<file path="src/centroid_track_id_assigner_unit_macros.svh">
// Assertion macros for the centroid track id assigner.
`ifndef CENTROID_TRACK_ID_ASSIGNER_UNIT_MACROS_SVH
`define CENTROID_TRACK_ID_ASSIGNER_UNIT_MACROS_SVH
`ifndef NO_ASSERTIONS
// Same-cycle implication under an active-low reset.
`define CTIA_ASSERT_IMP(label, clk, rst_n, ante, cons, msg) \
    label: assert property (@(posedge clk) disable iff (!rst_n) (ante) |-> (cons)) \
        else $error(msg);
// Next-cycle implication under an active-low reset.
`define CTIA_ASSERT_NXT(label, clk, rst_n, ante, cons, msg) \
    label: assert property (@(posedge clk) disable iff (!rst_n) (ante) |=> (cons)) \
        else $error(msg);
`else
`define CTIA_ASSERT_IMP(label, clk, rst_n, ante, cons, msg)
`define CTIA_ASSERT_NXT(label, clk, rst_n, ante, cons, msg)
`endif
`endif

</file>
<file path="src/ctia_fifo.sv">
// Small synchronous queue used between the front, the back and the result port.
module ctia_fifo #(
    parameter int WIDTH = 8,
    parameter int DEPTH = 4
) (
    input  logic             clk,
    input  logic             rst_n,
    input  logic             wr_en,
    input  logic [WIDTH-1:0] wr_data,
    output logic             is_full,
    input  logic             rd_en,
    output logic [WIDTH-1:0] rd_data,
    output logic             is_empty
);

    localparam int PTR_W = (DEPTH > 1) ? $clog2(DEPTH) : 1;
    localparam int CNT_W = $clog2(DEPTH + 1);

    logic [WIDTH-1:0] slot_reg [DEPTH];
    logic [PTR_W-1:0] wr_ptr_reg, wr_ptr_next;
    logic [PTR_W-1:0] rd_ptr_reg, rd_ptr_next;
    logic [CNT_W-1:0] count_reg, count_next;
    logic             do_wr, do_rd;

    assign is_full  = (count_reg == CNT_W'(DEPTH));
    assign is_empty = (count_reg == '0);
    assign do_wr    = wr_en && !is_full;
    assign do_rd    = rd_en && !is_empty;
    assign rd_data  = slot_reg[rd_ptr_reg];

    always_comb
    begin
        wr_ptr_next = wr_ptr_reg;
        rd_ptr_next = rd_ptr_reg;
        count_next  = count_reg;
        if (do_wr)
        begin
            wr_ptr_next = (wr_ptr_reg == PTR_W'(DEPTH - 1)) ? '0 : wr_ptr_reg + 1'b1;
        end
        if (do_rd)
        begin
            rd_ptr_next = (rd_ptr_reg == PTR_W'(DEPTH - 1)) ? '0 : rd_ptr_reg + 1'b1;
        end
        if (do_wr && !do_rd)
        begin
            count_next = count_reg + 1'b1;
        end
        else if (do_rd && !do_wr)
        begin
            count_next = count_reg - 1'b1;
        end
    end

    always_ff @(posedge clk or negedge rst_n)
    begin
        if (!rst_n)
        begin
            wr_ptr_reg <= '0;
            rd_ptr_reg <= '0;
            count_reg  <= '0;
        end
        else
        begin
            wr_ptr_reg <= wr_ptr_next;
            rd_ptr_reg <= rd_ptr_next;
            count_reg  <= count_next;
        end
    end

    always_ff @(posedge clk)
    begin
        if (do_wr)
        begin
            slot_reg[wr_ptr_reg] <= wr_data;
        end
    end

endmodule

</file>
<file path="config.mk">
export PLATFORM = sky130hd
export DESIGN_NAME = ctia_fifo
export DESIGN_NICKNAME = d
export VERILOG_FILES = /design/src/centroid_track_id_assigner_unit_macros.svh /design/src/ctia_fifo.sv
export SDC_FILE = /design/constraint.sdc
export NUM_CORES = 1
export LEC_CHECK = 0
export BUFFER_PORTS_ARGS = -buffer_cell sky130_fd_sc_hd__buf_2
export CAP_MARGIN = 30
export CORE_MARGIN = 2
export CORE_UTILIZATION = 53
export DETAILED_ROUTE_END_ITERATION = 12
export PLACE_DENSITY = 0.74
export SYNTH_ARGS = -nofsm -noshare
export SYNTH_HDL_FRONTEND = slang
export SYNTH_SLANG_ARGS = --single-unit
</file>
<file path="constraint.sdc">
create_clock -name clk -period 2.5 [get_ports clk]
set_input_delay 0.125 -clock clk [delete_from_list [all_inputs] [get_ports clk]]
set_output_delay 0.125 -clock clk [all_outputs]
set_load 0.05 [all_outputs]
</file>
==> results_dict.tcl, run 1 <==
set metrics [dict create \
    hp-class "in -> async" \
    cts_setup_buffers 0 \
    ctsHoldBuffers 9 \
    crit_path_end_kind "register" \
    core_sq_um 2980 \
    clockBufferDepth 2 \
    antenna_found_initial 0 \
    whs_ns 0.126 \
    synth_cells 79 \
    cts.sinks 39 \
    path_clk_slew_ns 0.12 \
    ff2ff_setup_slack_ns 0.30 \
    ys_seq_area_share_pct 70.1 \
    r2r-end "count_reg[2]" \
    yosys.area_share.simple_pct 5.41 \
    crit_start "count_reg[2]" \
    drtIter0Drc 13 \
    finClkSkew_ns 0.00809 \
    drc 0 \
    ys.flop_type "edfxtp_1" \
    switching_share_pct 39.7 \
    fin_area_sq_um 1920 \
    syn-cell-area_sq_um 1620 \
    row_count 20 \
    grt_max_degree 14 \
    gp_congestion 0.646 \
    met2_usage_pct 29.5 \
    leakage_nw 0.737 \
    cp.required_ns 2.77 \
    tightest_slew_ns 0.583 \
    ys_seq_elements 39 \
    placedInstanceArea_sq_um 1750 \
    ys_warn_count 0 \
    pwr-share-seq_pct 42.4 \
    grt_overflow 0 \
    via_per_inst 5.47 \
    max_slew_margin_pct 61.1 \
    maxCapViolCount 0 \
    cts_resized 0 \
    synthMuxAreaShare_pct 15.1 \
    synth_edf_count 32 \
    drtAntennaViolNets 0 \
    p_switching_mw 0.974 \
    worst-path-max-fanout 7 \
    io_buffers 21 \
    top_usage_layer "met2" \
    rsz0062_at_grt "no" \
    dieArea_sq_um 3520 \
    grt_use_met3_pct 5.90 \
    synth_top_family_by_area "multiplexers" \
    grt_pass1_vias 885 \
    synth_fp_nets 98 \
    synthXorXnorAreaFrac_pct 1.62 \
    p_int_mw 1.48 \
    synth-compound-area-share_pct 0 \
    final_hold_viol_count 0 \
    syn_to_final_growth_pct 18.7 \
    p_per_area_nw_per_um2 1280 \
    reg2reg_depth 8 \
    die_y_um 59.3 \
    start_kind "register" \
    die_x_um 59.3 \
    max_freq_ghz 0.456 \
    grt_pass1_wl_mm 4.15 \
    layout_min_cycle_time_ns 2.20 \
    largest_reg_flops 32 \
    clockPowerShare_pct 17.2 \
    register_area_sq_um 1140 \
    fin_setup_tns_ns 0 \
    total_power_mw 2.45 \
    n_antenna_cell 0 \
    drt-total-wl_mm 2.53 \
    n_fill_cell 214 \
    power_frac_comb_pct 40.4 \
    synth_top_area_cell "edfxtp_1" \
    grtUsageTotal_pct 17.3 \
    synthTopCellsByArea "edfxtp_1, mux4_2, dfrtp_1" \
    cts_inserted_buffers 5 \
    grt.met1_usage_pct 19.9 \
    period_share_pct 87.8 \
    fin_nets 132 \
    synth_fa_ha_area_share_pct 5.87 \
    ios 22 \
    cp-endpoint "count_reg[2]" \
    wl_per_cell_um 17.2 \
    async_flop_share_pct 17.9 \
    synth_common_cells "edfxtp_1, mux4_2, dfrtp_1, ha_1, and2_2" \
    status "finished, final reports clean" \
    ir_drop_mv 0.740 \
    multi_input_area_sq_um 458 \
    path_class "reg -> reg" \
    start_util_pct 54.4 \
    clk_latency_ns 0.35 \
    vias 804 \
    cts_tree "built" \
    worstPathArrival_ns 2.46 \
    yosysMostFrequentCell "edfxtp_1" \
    drive_gt1_share_pct 43.9 \
    avgSynthCellArea_sq_um 20.5 \
    reg2reg_from "count_reg[2]" \
    slew_violations 0 \
    clock-root-buffer "clkbuf_4" \
    firstDrtPassIters 4 \
    ys_types 19 \
    finalSetupViolations 0 \
    yosysTopAreaCellShare_pct 59.3 \
    htreeDepth 2 \
]
power by group through the flow:
stage	logic, mW	registers [mW]	clock network, mW
after CTS	1.01	1.05	0.430
final	0.992	1.04	0.422
after floorplan	0.875	0.965	0
after detailed placement	0.999	1.06	0
after global placement	0.968	1.05	0
after global routing	1.07	1.07	0.456
through the flow:
step                setup WS (ns)  instances  util [%]
floorplan                  0.0178         79         -
global placement            0.566        130      58.8
detailed placement          0.332        130      58.8
CTS                         0.293        147      64.6
global route                0.198        147      64.6
finish                      0.305        147      64.6
routing by layer:
layer	up-vias	share of wire (%)
li1	369	-
met1	412	41
met2	19	53
met3	4	4.9
met4	0	1.2
met5	-	0
critical path, cell delays in order (launching register included):
cell and delay [ns]:
dfrtp_1 0.44, nor3b_4 0.18, nor2b_2 0.28, ha_1 0.24, inv_1 0.07, fa_1 0.40
xor2_1 0.16, nor2_1 0.14, xor2_1 0.21
placed cells by master, fill, tap and decap left out, drive strengths merged:
| cell | synthesis | final |
|---|---|---|
| clkinv | 0 | 2 |
| edfxtp | 32 | 32 |
| ha | 6 | 6 |
| buf | 3 | 21 |
| nor3 | 1 | 1 |
| nor2 | 3 | 3 |
| xor2 | 2 | 2 |
| dlygate4sd3 | 0 | 9 |
| bufinv | 0 | 1 |
| nor2b | 1 | 1 |
| and2 | 4 | 4 |
| clkbuf | 0 | 5 |
| mux4 | 8 | 8 |
| inv | 3 | 3 |
| fa | 1 | 1 |
| dfrtp | 7 | 7 |
| xnor2 | 1 | 1 |
| nand2b | 1 | 1 |
| nor3b | 1 | 1 |
| mux2 | 5 | 5 |
logic make-up (layout without fill, tap and decap cells):
| kind of cell | after synthesis | after routing |
|---|---|---|
| multiplexers | 13 | 13 |
| adder cells (fa/ha/maj) | 7 | 7 |
| XOR/XNOR | 3 | 3 |
| flip-flops | 39 | 39 |
| AND/OR/NAND/NOR | 11 | 11 |
| buffers and inverters | 6 | 41 |
area by class of cell:
type,instances,area share [%]
Timing Repair Buffer,30,10.1
Multi-Input combinational cell,34,23.8
Sequential cell,39,59.1
Tap cell,33,2.15
Clock inverter,3,2.28
Clock buffer,5,1.95
Inverter,3,0.586
worst min path at each step:
stage | to | startpoint | slack, ns
after global routing | rd_ptr_reg[1] | rst_n | 0.13
after global placement | wr_ptr_reg[0] | rst_n | -0.03
after floorplan | count_reg[0] | rst_n | -0.17
after detailed placement | wr_ptr_reg[0] | rst_n | -0.02
final | wr_ptr_reg[0] | rst_n | 0.13
after CTS | wr_ptr_reg[0] | rst_n | 0.12
Power figures use the tool's default switching activity.
==> inputs of run 2 (changes only) <==
- ABC_AREA: default -> 1
- CORE_MARGIN: 2 -> default
==> run 2 against run 1 <==
Critical path depth up 1. Non-clock buffer count up 5. Worst setup slack better by 0.26 ns. Via count up 42%.
==> results_dict.tcl, run 2 <==
set metrics [dict create \
    max_slew_margin_pct 67.3 \
    path_clk_slew_ns 0.11 \
    row_count 20 \
    cpMaxStageDelayCell "dfrtp_1" \
    synth_top_area_cell "edfxtp_1" \
    cts_tree "built" \
    finClkSkew_ns 0.00932 \
    drt-total-wl_mm 3.17 \
    cts_resized 0 \
    clk_latency_ns 0.35 \
    io_buffers 21 \
    die_y_um 59.6 \
    path_class "reg -> reg" \
    finalSetupViolations 0 \
    p_int_mw 1.42 \
    fin_nets 210 \
    grt_pass1_vias 1183 \
    n_antenna_cell 0 \
    hp-class "in -> reg" \
    avgSynthCellArea_sq_um 11.4 \
    cp.required_ns 2.73 \
    max_freq_ghz 0.515 \
    final_hold_viol_count 0 \
    critPathMaxStageDelay_ns 0.42 \
    p_per_area_nw_per_um2 1260 \
    utilization_pct 66.6 \
    synth_common_cells "nand2_1, edfxtp_1, inv_1, o211ai_1" \
    n_fill_cell 263 \
    synth_fp_nets 173 \
    ys_seq_area_share_pct 64.6 \
    fin_setup_tns_ns 0 \
    synth_edf_count 32 \
    path_cells "inv_1 > nand3_1 > nand2_2 > inv_1 > ha_1 > inv_1 > fa_1 > nand2_1 > o21ai_0" \
    async_flop_share_pct 17.9 \
    worstPathArrival_ns 2.17 \
    ys_types 16 \
    status "finished, final reports clean" \
    hpwlAfterDp_mm 2.16 \
    crit_path_end_kind "register" \
    start_util_pct 56.7 \
    worst-path-max-fanout 7 \
    wl_per_cell_um 13.4 \
    period_share_pct 77.6 \
    die_x_um 59.6 \
    layout_min_cycle_time_ns 1.94 \
    crit_top_cell "inv_1" \
    gp_congestion 0.774 \
    tightest_slew_ns 0.489 \
    maxCapViolCount 0 \
    synth_cells 154 \
    grtUsageTotal_pct 20.7 \
    htreeDepth 2 \
    switching_share_pct 45.5 \
    firstDrtPassIters 4 \
    p_switching_mw 1.18 \
    drive_gt1_share_pct 18.8 \
    power_frac_comb_pct 46.8 \
    syn-cell-area_sq_um 1760 \
    cts_inserted_buffers 5 \
    yosysMostFrequentCell "nand2_1" \
    syn_to_final_growth_pct 17.5 \
    cts.sinks 39 \
    start_kind "register" \
    largest_reg_flops 32 \
    ctsHoldBuffers 9 \
    clockBufferDepth 2 \
    clockPowerShare_pct 15.8 \
    yosysTopAreaCellShare_pct 54.6 \
    core_sq_um 3100 \
    whs_ns 0.0449 \
    vias 1142 \
    clock-root-buffer "clkbuf_4" \
    mostFrequentLayoutCells "nand2_1, edfxtp_1, inv_1" \
    rsz0062_at_grt "no" \
    antenna_found_initial 0 \
    final_common_cell "nand2_1" \
    synthTopCellsByArea "edfxtp_1, dfrtp_1, nand2_1" \
    via_per_inst 4.84 \
    ir_drop_mv 0.786 \
    dieArea_sq_um 3550 \
    grt_overflow 0 \
    drtIter0Drc 33 \
    ys.flop_type "edfxtp_1" \
    drtAntennaViolNets 0 \
    grt_max_degree 36 \
    pre_cts_slack_ns 0.619 \
    pwr-share-seq_pct 37.3 \
    grt_pass1_wl_mm 5.05 \
    ys_seq_elements 39 \
    leakage_nw 0.937 \
    setup_ws_ns 0.560 \
    drc 0 \
    ys_warn_count 0 \
    cts_setup_buffers 0 \
    slew_violations 0 \
    ios 22 \
]
[run 2: path summary, 6_finish.rpt]
check	slack [ns]	cells past startpoint	startpoint	endpoint
hold reg to reg	0.54	2	count_reg[2]	count_reg[2]
min in group asynchronous	0.12	2	rst_n	count_reg[0]
hold / removal	0.04	3	rd_en	rd_ptr_reg[1]
max in group asynchronous	2.22	2	rst_n	rd_ptr_reg[0]
setup / recovery	0.56	9	count_reg[1]	count_reg[1]
setup reg to reg	0.56	9	count_reg[1]	count_reg[1]
[run 2: cell families after synthesis]
logic type,after synthesis,share of synthesized area [%]
compound gates,17,7.40
xor+xnor,1,0.498
fa+ha+maj,7,5.41
buf+inv,37,10.0
flops,39,64.6
simple gates,53,12.1
[run 2: per-layer routing]
metal  track usage (%)  vias to the layer above  wire length, um
met5                 0                        -                0
met4              9.97                        0               62
met3              5.68                        8              103
met2              37.7                       21             1690
met1              22.0                      534             1310
li1                  -                      579                -
[run 2: area by class of cell]
| cell class | instances | area, sq um | share of cell area [%] |
|---|---|---|---|
| tap | 44 | 55.1 | 2.66 |
| clock inverter | 3 | 38.8 | 1.88 |
| timing repair buffer | 35 | 233 | 11.3 |
| multi-input combinational | 78 | 447 | 21.6 |
| sequential | 39 | 1140 | 55.0 |
| clock buffer | 5 | 37.5 | 1.82 |
| inverter | 32 | 120 | 5.81 |
[run 2: power by group through the flow]
stage,combinational (mW),sequential (mW),clock [mW]
after CTS,1.23,0.972,0.416
after global routing,1.34,0.985,0.442
after detailed placement,1.21,0.987,0
after floorplan,1.01,0.947,0
after global placement,1.16,0.974,0
final,1.22,0.970,0.411
[run 2: worst max-delay path: cells and delay by family (launching register included)]
family / cells / cell delay (ns)
buffers and inverters: 3 / 0.27
and+or+nand+nor: 3 / 0.43
DFF: 1 / 0.42
adders and majority gates: 2 / 0.62
AOI/OAI and AO/OA: 1 / 0.09
[run 2: metrics by stage]
stage          instances  power (mW)  instance area (sq um)
6_report             236        2.60                   2070
5_1_grt              236        2.77                   2070
4_1_cts              236        2.62                   2070
3_5_place_dp         219        2.20                   1900
3_3_place_gp         219        2.13                   1900
2_1_floorplan        154        1.96                   1760
