[src/centroid_track_id_assigner_unit_macros.svh]
// Assertion macros for the centroid track id assigner.
`ifndef CENTROID_TRACK_ID_ASSIGNER_UNIT_MACROS_SVH
`define CENTROID_TRACK_ID_ASSIGNER_UNIT_MACROS_SVH
`ifndef NO_ASSERTIONS
// Same-cycle implication under an active-low reset.
`define CTIA_ASSERT_IMP(label, clk, rst_n, ante, cons, msg) \
    label: assert property (@(posedge clk) disable iff (!rst_n) (ante) |-> (cons)) \
        else $error(msg);
// Next-cycle implication under an active-low reset.
`define CTIA_ASSERT_NXT(label, clk, rst_n, ante, cons, msg) \
    label: assert property (@(posedge clk) disable iff (!rst_n) (ante) |=> (cons)) \
        else $error(msg);
`else
`define CTIA_ASSERT_IMP(label, clk, rst_n, ante, cons, msg)
`define CTIA_ASSERT_NXT(label, clk, rst_n, ante, cons, msg)
`endif
`endif

[src/ctia_pkg.sv]
// Shared constants for the centroid track id assigner.
package ctia_pkg;

    localparam int KIND_W = 2;
    localparam logic [KIND_W-1:0] KIND_DETECT = 2'd0;
    localparam logic [KIND_W-1:0] KIND_EOF    = 2'd1;
    localparam logic [KIND_W-1:0] KIND_CLEAR  = 2'd2;

    localparam int ID_W = 32;
    localparam logic [ID_W-1:0] ID_FIRST = 32'd1;

    localparam int RADIUS_W = 8;
    localparam logic [RADIUS_W-1:0] RADIUS_RESET = 8'd20;

endpackage

[src/ctia_front.sv]
// Front stage: accepts requests, computes centres and drops unused kinds.
module ctia_front #(
    parameter int COORD_BITS = 12
) (
    input  logic                                  clk,
    input  logic                                  rst_n,
    input  logic                                  push,
    output logic                                  full,
    input  logic [ctia_pkg::KIND_W-1:0]           kind,
    input  logic [COORD_BITS-1:0]                 rect_left,
    input  logic [COORD_BITS-1:0]                 rect_top,
    input  logic [COORD_BITS-1:0]                 rect_width,
    input  logic [COORD_BITS-1:0]                 rect_height,
    output logic                                  q_push,
    output logic [ctia_pkg::KIND_W+2*COORD_BITS+1:0] q_data,
    input  logic                                  q_full
);

    localparam int CW    = COORD_BITS + 1;
    localparam int CMD_W = ctia_pkg::KIND_W + 2 * CW;

    logic             stage_valid_reg, stage_valid_next;
    logic [CMD_W-1:0] stage_data_reg;
    logic             accept, keep;
    logic [CW-1:0]    cx, cy;

    assign full   = stage_valid_reg && q_full;
    assign accept = push && !full;
    assign keep   = (kind == ctia_pkg::KIND_DETECT) || (kind == ctia_pkg::KIND_EOF)
                 || (kind == ctia_pkg::KIND_CLEAR);
    assign cx     = {1'b0, rect_left} + {2'b00, rect_width[COORD_BITS-1:1]};
    assign cy     = {1'b0, rect_top} + {2'b00, rect_height[COORD_BITS-1:1]};
    assign q_push = stage_valid_reg;
    assign q_data = stage_data_reg;

    always_comb
    begin
        stage_valid_next = stage_valid_reg && q_full;
        if (accept && keep)
        begin
            stage_valid_next = 1'b1;
        end
    end

    always_ff @(posedge clk or negedge rst_n)
    begin
        if (!rst_n)
        begin
            stage_valid_reg <= 1'b0;
        end
        else
        begin
            stage_valid_reg <= stage_valid_next;
        end
    end

    always_ff @(posedge clk)
    begin
        if (accept && keep)
        begin
            stage_data_reg <= {kind, cx, cy};
        end
    end

endmodule

[config.mk]
export PLATFORM = sky130hd
export DESIGN_NAME = ctia_front
export DESIGN_NICKNAME = d
export VERILOG_FILES = /design/src/centroid_track_id_assigner_unit_macros.svh /design/src/ctia_pkg.sv /design/src/ctia_front.sv
export SDC_FILE = /design/constraint.sdc
export NUM_CORES = 1
export LEC_CHECK = 0
export ABC_AREA = 1
export ABC_CLOCK_PERIOD_IN_PS = 2200
export BUFFER_PORTS_ARGS = -buffer_cell sky130_fd_sc_hd__clkbuf_2
export CORE_ASPECT_RATIO = 1.1
export CORE_MARGIN = 5
export CORE_UTILIZATION = 44
export CTS_CLUSTER_SIZE = 10
export DETAILED_ROUTE_END_ITERATION = 12
export PLACE_DENSITY_LB_ADDON = 0.05
export SLEW_MARGIN = 10
export SYNTH_ARGS = -nofsm -noshare
export SYNTH_HDL_FRONTEND = slang
export SYNTH_SLANG_ARGS = --single-unit
[constraint.sdc]
create_clock -name clk -period 2.2 [get_ports clk]
set_input_delay 0 -clock clk [delete_from_list [all_inputs] [get_ports clk]]
set_output_delay 0 -clock clk [all_outputs]
set_load 0.02 [all_outputs]
==> impl_metrics.csv, run 1 <==
group,metric,value,unit
critical_path,worstSetupPathType,"flop to flop",
routing,avgViaCountPerCell,4.71,
cells_and_area,finalNonFillerCells,424,
placement,dpl.hpwl,4100,µm
critical_path,cp_slowest_stage_delay,0.38,ns
placement,pre_cts_slack,0.619,ns
global_route,grt_pass1_vias,1971,
sta,fin_crit_sh,61.8,%
clocking,clock-sinks,29,
pwr,power_density,617,nW/µm²
die,initial_core_util,45.9,%
routing,antenna_left,0,
cells_and_area,antenna_cells,0,
synth,synth_compound_gate_area_share,2.79,%
pwr,power.leakage,0.00156,µW
sta,period_minus_slack,1.36,ns
die,rows,26,
critical_path,crit_slowest_cell,"dfrtp_1",
critical_path,r2r_cells,4,
synth,yosysWarnings,0,
synth,avgSynthCellArea,7.88,µm²
synth,ys.flop_type,"edfxtp_1",
routing,drt_pass1_iterations,4,
synth,syn_nets,351,
critical_path,critical_path.startpoint,"q_push",
clocking,postCtsSetupBuffers,0,
sta,setup_ws,0.841,ns
sta,fin_skew,0.00696,ns
clocking,htreeDepth,2,
global_route,overflow,0,
synth,syn_area,2150,µm²
clocking,cts_tree,"yes",
critical_path,regToRegEndpoint,"q_data[25]",
global_route,gr-usage-all-layers,15.9,%
die,ioPinCount,84,
sta,slew_viol_final,0,
placement,gp_congestion,0.851,
sta,fin_tns_setup,0,ns
synth,syn_inst,273,
clocking,clock-root-buffer,"clkbuf_8",
critical_path,r2r-start,"q_push",
synth,ys_seq_elements,29,
sta,max_slew_margin,78.2,%
synth,synth_top_family_by_area,"simple AND/OR/NAND/NOR gates",
critical_path,crit_arrival,1.30,ns
routing,vias,1996,
cells_and_area,design_area,2790,µm²
critical_path,reg2reg_setup_slack,0.84,ns
clocking,ctsResizeCount,0,
clocking,clk_pin_slew,0.06,ns
critical_path,crit_fanout,26,
worst_hold_path,worstHoldPathType,"input pin to asynchronous set/reset pin",
synth,ys_async_sr_fraction,3.45,%
synth,synth_edf_count,28,
sta,finalHoldViolCount,0,
job,drv_cap,0,
routing,drcViolationCount,0,
die,die_area,6390,µm²
placement,placed_cell_area,2640,µm²
clocking,cts_buffers,5,
placement,place_inst,411,
routing,routed_wl,4830,µm
cells_and_area,fin_util,59.6,%
synth,yosys-mux-area-fraction,0,%
clocking,insertion_delay,0.27,ns
critical_path,crit_path_cell_trace,"nand2_1, inv_1, nor2_2, buf_4",
synth,synthAdderAreaFrac,14.7,%
routing,initialDrtViolationCount,61,
routing,wire_per_inst,11.4,µm
sta,tightest_slew,0.328,ns
cells_and_area,areaGrowthSynthToFinish,29.8,%
cells_and_area,final_layout_size_suffix_gt1_share,25.5,%
global_route,grt_max_degree,27,
sta,fmax,0.736,GHz
placement,io_buffers,81,
die,die_w,76.7,µm
sta,grt_setup_unrepaired,"false",
die,die_height,83.3,µm
synth,synthDistinctLibCells,16,
sta,setup_viol,0,
die,core,4680,µm²
cells_and_area,nets,445,
critical_path,start_kind,"flop",
synth,yosys.area_share.simple,29.9,%
pwr,peakVddDrop,0.000253,V
critical_path,required,2.14,ns
synth,synth_sequential_area_ratio,40.3,%
outcome,status,"finished clean",
synth,synth_xor_area_share,4.89,%
global_route,antenna_found_initial,0,
critical_path,crit_end,"q_data[25]",
global_route,grt_pass1_wl,8430,µm
critical_path,crit_path_end_kind,"flop",
clocking,clockBufferDepth,2,
## timing repair
item	4_1_cts	5_1_grt
endpoints found under the hold margin	4	0
hold buffers	5	0
endpoints found under the setup margin	0	0
## sequential cells by signal (all words and copies together), names as in the netlist
signal,flops
q_push,1
q_data,28
## power by group
part           internal (µW)  leakage (µW)  total, µW  switching, µW
logic                    194       0.00123        504            310
clock network            334     0.0000528        528            194
registers                680      0.000277        693           12.2
total                   1210       0.00156       1720            516
## synth_stat cells (3+ instances only)
| cell | number | area share [%] |
|---|---|---|
| nand2_1 | 102 | 18 |
| inv_1 | 43 | 7.5 |
| edfxtp_1 | 28 | 39 |
| ha_1 | 22 | 13 |
| nand3_1 | 18 | 4.2 |
| nor2_1 | 18 | 3.1 |
| xor2_1 | 11 | 4.5 |
| a21oi_1 | 10 | 2.3 |
| nand4_1 | 8 | 2.3 |
| nand3_2 | 3 | 1.4 |
## worst min-delay path by stage
stage / from / end / cells after the start
detailed placement: rst_n / q_push / 1
global placement: rst_n / q_push / 1
global route: rst_n / q_push / 2
finish: rst_n / q_push / 2
floorplan: rst_n / q_push / 0
CTS: rect_height[1] / q_data[0] / 2
## cell type report
type                       instances  area [µm²]
tap                               56        70.1
clock inverter                     2        33.8
timing repair buffer              87         463
fill                             460        1890
clock buffer                       6        72.6
inverter                          43         161
multi-input combinational        201        1130
sequential                        29         866
## stage by stage
stage / total power [µW] / hold WS, ns
6_report: 1720 / 0.0170
5_1_grt: 1840 / 0.0105
4_1_cts: 1740 / 0.0124
3_5_place_dp: 1210 / -0.224
3_3_place_gp: 1200 / -0.224
2_1_floorplan: 1040 / -0.296
## cell usage in the layout, fill, tap and decap left out, types with 2 or more instances in the layout
cell | netlist | layout
edfxtp_1 | 28 | 28
inv_1 | 43 | 43
xor2_1 | 11 | 11
nand3_1 | 18 | 18
clkbuf_8 | 0 | 5
nand3_2 | 3 | 3
a21oi_1 | 10 | 10
nand4_1 | 8 | 8
nand2_1 | 102 | 102
clkbuf_2 | 0 | 81
dlygate4sd3_1 | 0 | 5
o21ai_0 | 2 | 2
ha_1 | 22 | 22
nor3_1 | 2 | 2
nor2_1 | 18 | 17
fa_1 | 2 | 2
nand2_2 | 2 | 2
## worst max-delay path, delay by kind of cell (launching register included)
family	cells	cell delay (ns)
flops	1	0.38
buf+inv	2	0.41
simple gates	2	0.23
## kinds of logic after synthesis
family,after synthesis
XOR/XNOR,12
AND/OR/NAND/NOR,153
flip-flops,29
AO/OA/AOI/OAI,12
adder cells (fa/ha/maj),24
buffers and inverters,43
## metal layers
| metal | up-vias | track usage (%) | share of wire (%) |
|---|---|---|---|
| li1 | 1071 | - | - |
| met1 | 875 | 15.6 | 37 |
| met2 | 46 | 32.0 | 57 |
| met3 | 4 | 3.79 | 5.1 |
| met4 | 0 | 4.29 | 1.0 |
| met5 | - | 0 | 0 |
Note: power is estimated with default switching activity, not from simulation.
==> run 2, diff against run 1 <==
Settings changed: ABC_CLOCK_PERIOD_IN_PS 2200 to 1200.
Clock period 2.2 ns to 1.2 ns, I/O delays scaled along.
==> run 2 against run 1 <==
The flow now finishes with violations (setup timing). Final area grew 11%. Hold slack got worse by 0.0031 ns. Setup slack got worse by 0.85 ns. Total power rose by 86%. Non-clock buffer count increased by 30. Global-route usage increased by 1.5 points. Combinational power grew 120%. Sequential power increased by 85%. Critical path type unchanged.
==> impl_metrics.csv, run 2 (same netlist as run 1, synthesis figures left out) <==
group,metric,value,unit
critical_path,worstSetupPathType,"flop to flop",
cells_and_area,areaGrowthSynthToFinish,44.4,%
clocking,insertion_delay,0.28,ns
global_route,grt_pass1_wl,9230,µm
global_route,overflow,0,
die,initial_core_util,45.9,%
routing,avgViaCountPerCell,4.74,
sta,slew_viol_final,0,
clocking,cts_tree,"yes",
critical_path,crit_slowest_cell,"dfrtp_2",
clocking,clockBufferDepth,2,
routing,routed_wl,5400,µm
die,die_height,83.3,µm
cells_and_area,nets,475,
cells_and_area,final_cell_mix,"nand2_1 (100), clkbuf_2 (80), inv_1 (42)",
routing,vias,2152,
routing,drt_pass1_iterations,4,
cells_and_area,finalNonFillerCells,454,
cells_and_area,fin_util,66.3,%
pwr,peakVddDrop,0.000468,V
critical_path,cp_slowest_stage_delay,0.42,ns
critical_path,required,1.19,ns
placement,place_inst,437,
sta,fin_crit_sh,101,%
global_route,antenna_found_initial,0,
routing,wire_per_inst,11.9,µm
critical_path,start_kind,"flop",
pwr,power.leakage,0.00171,µW
cells_and_area,layout_commonest_cell,"nand2_1",
global_route,grt_max_degree,21,
routing,initialDrtViolationCount,84,
pwr,power_density,1030,nW/µm²
cells_and_area,largest_reg_flops,28,
critical_path,crit_path_cell_trace,"nand2_4, inv_4, nor2_4, buf_6",
global_route,gr-usage-all-layers,17.4,%
clocking,clock-root-buffer,"clkbuf_8",
worst_hold_path,worstHoldPathType,"input pin to asynchronous set/reset pin",
sta,fin_skew,0.00172,ns
global_route,grt_pass1_vias,2179,
clocking,clock-sinks,29,
die,die_w,76.7,µm
routing,drcViolationCount,0,
clocking,cts_buffers,5,
critical_path,crit_arrival,1.20,ns
placement,dpl.hpwl,4430,µm
cells_and_area,antenna_cells,0,
sta,tightest_slew,0.273,ns
sta,finalHoldViolCount,0,
cells_and_area,fill_cells,425,
placement,gp_congestion,0.875,
sta,setup_ws,-0.00890,ns
placement,io_buffers,81,
sta,period_minus_slack,1.21,ns
routing,antenna_left,0,
sta,grt_setup_unrepaired,"true",
clocking,htreeDepth,2,
job,drv_cap,0,
critical_path,crit_fanout,8,
sta,max_slew_margin,81.8,%
die,die_area,6390,µm²
critical_path,crit_path_end_kind,"flop",
clocking,clk_pin_slew,0.06,ns
cells_and_area,final_layout_size_suffix_gt1_share,33.9,%
die,ioPinCount,84,
die,rows,26,
outcome,status,"finished with violations",
die,core,4680,µm²
sta,fmax,0.827,GHz
sta,setup_viol,13,
outcome,violations,"setup timing",
pwr,total_power,3210,µW
-- run 2: cell count changes in the layout (fill, tap and decap cells not counted), sizes merged --
| cell | change |
|---|---|
| buf | +30 |
| clkbuf | +2 |
| bufinv | -1 |
| clkinv | -1 |
-- run 2: final cells by class --
| type | instances | area [µm²] | area share (%) |
|---|---|---|---|
| multi-input cells | 201 | 1190 | 38.2 |
| flip-flops and latches | 29 | 867 | 27.9 |
| inverters | 43 | 164 | 5.28 |
| well taps | 56 | 70.1 | 2.26 |
| repair buffers | 117 | 728 | 23.4 |
| clock buffers | 8 | 90.1 | 2.90 |
-- run 2: metrics by stage --
step / TNS, ns / hold WS, ns / setup slack [ns] / cell area [µm²]
after CTS: 0 / 0.0173 / 0.0370 / 3040
after global routing: -1.13 / 0.0200 / -0.0505 / 3110
final: -0.0942 / 0.0139 / -0.00890 / 3110
after floorplan: -6.16 / -0.296 / -0.220 / 2210
after global placement: -1.49 / -0.225 / -0.141 / 2900
after detailed placement: -2.01 / -0.224 / -0.214 / 2900
-- run 2: worst max-delay path, delay by kind of cell (launching register included) --
kind | cells | cell delay, ns
buffers and inverters | 2 | 0.22
DFF | 1 | 0.42
and+or+nand+nor | 2 | 0.28
-- run 2: metal layers --
metal,GRT usage (%),wire length [µm],vias up
li1,-,-,1133
met1,17.3,1940,943
met3,4.33,313,13
met2,33.6,3030,63
met5,0,0,-
met4,6.68,125,0
-- run 2: timing repair --
item                       in CTS  in global routing
gates resized for setup         0                  3
buffers inserted                0                  3
setup endpoints to repair       0                 29
hold buffers                    5                  0
hold endpoints to repair        4                  0
-- run 2: worst paths after layout --
kind / startpoint / to / slack [ns] / depth (start not counted)
setup / recovery: q_push / q_data[18] / -0.009 / 4
hold / removal: rst_n / q_push / 0.01 / 2
setup reg to reg: q_push / q_data[18] / -0.009 / 4
hold reg to reg: q_push / q_push / 0.66 / 3
max in group asynchronous: rst_n / q_push / 1.09 / 2
min in group clk: rect_height[1] / q_data[0] / 0.04 / 2
-- run 2: power by group --
part | internal [µW] | leakage, µW | switching [µW]
Combinational | 490 | 0.00139 | 618
Sequential | 1250 | 0.000276 | 27.2
Clock | 466 | 0.0000455 | 357
